===== src/sv/q2e_pkg.sv =====
// package for the quaternion to euler converter
// holds widths, angle constants and the cordic arctangent table; no dependencies
`default_nettype none
package q2e_pkg;
	localparam int IN_W = 16;
	localparam int IN_FRAC_BITS_DEF = 14;
	localparam int ANGLE_FRAC_BITS_DEF = 8;
	localparam int CORDIC_STEPS_DEF = 16;
	localparam int DEG_SHIFT = 24;
	// cordic datapath width: operands normalized to 2^39, growth below 2^42
	localparam int CW = 44;
	localparam int ZW = 36;
	localparam int ROLL_W = 18;
	localparam int PITCH_W = 17;
	localparam int YAW_W = 17;

	localparam logic signed [ZW-1:0] DEG90 = ZW'(64'sd90 <<< DEG_SHIFT);
	localparam logic signed [ZW-1:0] DEG180 = ZW'(64'sd180 <<< DEG_SHIFT);
	localparam logic signed [ZW-1:0] DEG360 = ZW'(64'sd360 <<< DEG_SHIFT);

	function automatic logic signed [ZW-1:0] atan_deg(input logic [4:0] i);
		logic [31:0] v;
		case (i)
			5'd0: v = 32'd754974720; 5'd1: v = 32'd445687602;
			5'd2: v = 32'd235489088; 5'd3: v = 32'd119537938;
			5'd4: v = 32'd60000934; 5'd5: v = 32'd30029717;
			5'd6: v = 32'd15018523; 5'd7: v = 32'd7509720;
			5'd8: v = 32'd3754917; 5'd9: v = 32'd1877466;
			5'd10: v = 32'd938734; 5'd11: v = 32'd469367;
			5'd12: v = 32'd234684; 5'd13: v = 32'd117342;
			5'd14: v = 32'd58671; 5'd15: v = 32'd29335;
			5'd16: v = 32'd14668; 5'd17: v = 32'd7334;
			5'd18: v = 32'd3667; 5'd19: v = 32'd1833;
			5'd20: v = 32'd917; 5'd21: v = 32'd458;
			5'd22: v = 32'd229; 5'd23: v = 32'd115;
			5'd24: v = 32'd57; 5'd25: v = 32'd29;
			5'd26: v = 32'd14; 5'd27: v = 32'd7;
			5'd28: v = 32'd4; 5'd29: v = 32'd2;
			5'd30: v = 32'd1;
			default: v = 32'd0;
		endcase
		return ZW'($signed({1'b0, v}));
	endfunction

	// pipeline control carried through a cordic unit
	typedef struct packed {
		logic       early;   // result fixed before the iterations
		logic       clamp90; // clamp final angle to +-90 instead of +-180
	} cord_ctl_t;
endpackage
`default_nettype wire


===== src/sv/q2e_isqrt.sv =====
// pipelined restoring integer square root of a 61 bit value, one result bit per stage
// depends on q2e_pkg; delay also carries the sine value and sign alongside
`default_nettype none
module q2e_isqrt import q2e_pkg::*; (
	input  wire                 clk,
	input  wire                 en,
	input  wire [60:0]          n_in,
	input  wire signed [CW-1:0] s_in,
	output logic [31:0]         root,
	output logic signed [CW-1:0] s_out
);
	localparam int NST = 31;
	logic [63:0]          n_p [NST+1];
	logic [63:0]          r_p [NST+1];
	logic signed [CW-1:0] s_p [NST+1];
	assign n_p[0] = 64'(n_in);
	assign r_p[0] = '0;
	assign s_p[0] = s_in;
	genvar g;
	generate
		for (g = 0; g < NST; g++) begin : g_st
			localparam logic [63:0] BIT = 64'd1 << (2 * (NST - 1 - g));
			always_ff @(posedge clk) begin
				if (en) begin
					s_p[g+1] <= s_p[g];
					if (n_p[g] >= r_p[g] + BIT) begin
						n_p[g+1] <= n_p[g] - (r_p[g] + BIT);
						r_p[g+1] <= (r_p[g] >> 1) + BIT;
					end else begin
						n_p[g+1] <= n_p[g];
						r_p[g+1] <= r_p[g] >> 1;
					end
				end
			end
		end
	endgenerate
	assign root = r_p[NST][31:0];
	assign s_out = s_p[NST];
endmodule
`default_nettype wire


===== config.mk =====
export PLATFORM = sky130hd
export DESIGN_NAME = q2e_isqrt
export DESIGN_NICKNAME = d
export VERILOG_FILES = /design/src/sv/q2e_pkg.sv /design/src/sv/q2e_isqrt.sv
export SDC_FILE = /design/constraint.sdc
export NUM_CORES = 2
export LEC_CHECK = 0
export BUFFER_PORTS_ARGS = -buffer_cell sky130_fd_sc_hd__buf_2
export CAP_MARGIN = 15
export CORE_MARGIN = 10
export CORE_UTILIZATION = 40
export DETAILED_ROUTE_END_ITERATION = 8
export PLACE_DENSITY = 0.53
export REMOVE_ABC_BUFFERS = 1
export SLEW_MARGIN = 40
export SYNTH_ARGS = -nofsm -noshare
export SYNTH_HDL_FRONTEND = slang
export SYNTH_SLANG_ARGS = --single-unit

===== constraint.sdc =====
create_clock -name clk -period 4.9 [get_ports clk]
set_input_delay 1.225 -clock clk [delete_from_list [all_inputs] [get_ports clk]]
set_output_delay 1.225 -clock clk [all_outputs]
set_load 0.05 [all_outputs]

==> results.md <==
- RD Place Congestion: around 0.91
- Hold Path Class: flop to flop
- # fillers: between 30000 and 40000
- Placed cell count: around 16000
- Yosys top cell area share: between 70 and 80%
- Initial antenna violation count: 8
- Total Die Area: 415000 um2
- Die width: 644 um
- Post-synthesis cell type count: 86
- Data arrival time of the worst path: 5290 ps
- Max-Cap Viols: 0
- Iter 0 DRT Violations: between 5000 and 6000
- Internal: 62.5 mW
- Final Skew: 92.2 ps
- Fmax: between 0.2 and 0.25 GHz
- Boundary pin count: 183
- Switch Pwr: 22.1 mW
- Vias post-DR: approximately 84000
- Max Slew Vio Count: 0
- Clk buf depth: 4
- Pwr/cell area: approximately 480 nW/um2
- Final Hold Viols: 0
- Clock slew at reported path FFs: 60 ps
- Post-synth EDFFs: 3778
- Hold_buf cts: 0
- Dpl hpwl: 252 mm
- First-pass GRT wire length: 525 mm
- Switching share of power: between 20% and 30%
- Total CTS buffers: approximately 410
- Most frequent cells in the layout: edfxtp_1, inv_1, nor2_1, a21oi_1, nand2_1
- Max IR drop VDD: roughly 300 uV
- Seq/Total Area, Yosys: between 70% and 80%
- Post-CTS Setup Repair Bufs: 0
- RSZ-0062 raised after global routing: no
- Post-synth top flop: edfxtp_1
- Routed Antenna Nets: 0
- Global-route usage over all layers: between 10% and 20%
- CP required: about 5600 ps
- Syn Inst Count: between 10000 and 15000
- #FFs+latches synth: around 3800
- Slew @ Worst Pin: ~900 ps
- Ys Warns: 0
- Initial core utilization: 40.1%
- Synth Cell Area: 156000 um2
- CTS HTree Levels: 5
- Via density: roughly 5.1
- Congestion Overflow GR: 0
- Clk sink count: 3778
- Combinational power share: roughly 14%
- Setup CP Type: flop to flop
- Minimum clock period: 4570 ps
- Setup Viol. Count Final: 0
- Top cell type by total area after synthesis: edfxtp_1
- Non-Filler Instances: around 17000
- Total length of routed wires: approximately 350 mm
- Layout cell share with drive strength beyond 1: under 10%
- Part of the power in registers: 49.7%
- 1st-pass router iterations: 7
- Input/output buffers: approximately 180
- Die Y: 644 um
- Status: finished, final reports clean
- Clock root buffer master: clkbuf_16
- Worst setup SP type: flop
- Avg Cell Area, Syn: 14.9 um2
- Async S/R FF share, synth: 0%
- Vias in the first global route: approximately 87000
- Static leakage: roughly 65 nW
- Commonest non-fill, non-tap cell in the layout: edfxtp_1
- Period utilization: approximately 93%
- Final net count: around 12000
- WL per Instance: around 21 um
- Post-cts resize count: 0
- Area Growth Syn to Fin: 13.9%
- Clk_lat worst skew: around 1000 ps
- Hold_ws: ~390 ps
- TritonCTS clock tree: yes
- Row count: roughly 230
- CP max FO: 7
- Largest net degree at the start of global routing: ~170
- Slew margin rel.: a little under two fifths
- Synth top area cells: edfxtp_1, ha_1, xnor2_1
- Clock share of power: 36.0%
- Crit end category: flop
- Core region area: between 300000 and 400000 um2
- Drt drc: 0
## final timing paths
| kind | cells after the start | to | slack [ps] | start |
|---|---|---|---|---|
| worst max-delay path | 10 | n_p[1087]$_DFFE_PP_ | 330 | n_p[1128]$_DFFE_PP_ |
| worst min-delay path | 0 | s_p[470]$_DFFE_PP_ | 390 | s_p[514]$_DFFE_PP_ |
| worst max register to register | 10 | n_p[1087]$_DFFE_PP_ | 330 | n_p[1128]$_DFFE_PP_ |
| worst min register to register | 0 | s_p[470]$_DFFE_PP_ | 390 | s_p[514]$_DFFE_PP_ |
## logic make-up (layout without fill, tap and decap cells)
logic type / Yosys count / in the layout / synth area share [%]
DFF: 3778 / 3778 / 72.8
and+or+nand+nor: 2636 / 2636 / 8.68
AOI/OAI and AO/OA: 1645 / 1645 / 6.49
buffers and inverters: 885 / 1776 / 2.32
xor gates and xnor gates: 880 / 880 / 4.94
adders and majority gates: 523 / 523 / 4.20
muxes: 87 / 87 / 0.619
other: 1 / 19 / 0.00240
## worst max-delay path, cell delays in order, from the launching register on
cell	delay, ps
edfxtp_1	470
ha_1	410
nand4_1	190
or4_1	550
nor4_1	790
nor3_1	90
and3_1	230
or4_4	540
or3_1	440
or4_4	450
xnor2_1	130
## Yosys cell counts, types with 141 or more instances
cell type,n
nor3_1,246
a21o_1,231
nor2_1,592
edfxtp_1,3778
inv_1,644
nand2_1,576
a21oi_1,582
ha_1,523
xnor2_1,504
xor2_1,376
nand3_1,148
clkbuf_1,141
o21ai_0,395
nor4_1,332
## registers in the layout (all words and copies together) (netlist names)
signal	count
s_out	44
s_p	1320
r_p	465
root	31
n_p	1918
## power by group through the flow
stage,Sequential (mW),Combinational [mW],Clock (mW)
final,42.0,12.1,30.4
after global routing,42.3,13.4,32.8
after CTS,42.0,12.1,31.5
after detailed placement,42.7,12.1,0
after global placement,42.7,11.9,0
after floorplan,41.6,8.18,0
## area by class of cell
class                           instances  area [um2]  area share (%)
Antenna cell                           16        40.0          0.0225
Clock buffer                          498       10700            6.01
Clock inverter                        244        2620            1.47
Inverter                              645        2420            1.36
Multi-Input combinational cell       5774       39000            21.9
Sequential cell                      3778      113000            63.9
Tap cell                             5197        6500            3.66
Timing Repair Buffer                  389        2950            1.66
## through the flow
stage               utilization (%)  power [mW]  area, um2  setup TNS, ps  setup WS [ps]
finish                         45.7        84.6     178000              0            334
global route                   45.7        88.6     178000              0            299
CTS                            45.7        85.7     178000              0            294
detailed placement             42.2        54.8     164000              0            280
global placement               42.2        54.6     164000              0            345
floorplan                         -        49.7     155000          -1600           -208
## per-layer routing
| layer | part of all wire (%) | GRT usage, % |
|---|---|---|
| met4 | 5.1 | 7.37 |
| met2 | 51 | 29.2 |
| met5 | 0.0075 | 0 |
| met3 | 3.8 | 2.46 |
| met1 | 40 | 18.8 |
Note: power is estimated with default switching activity, not from simulation.
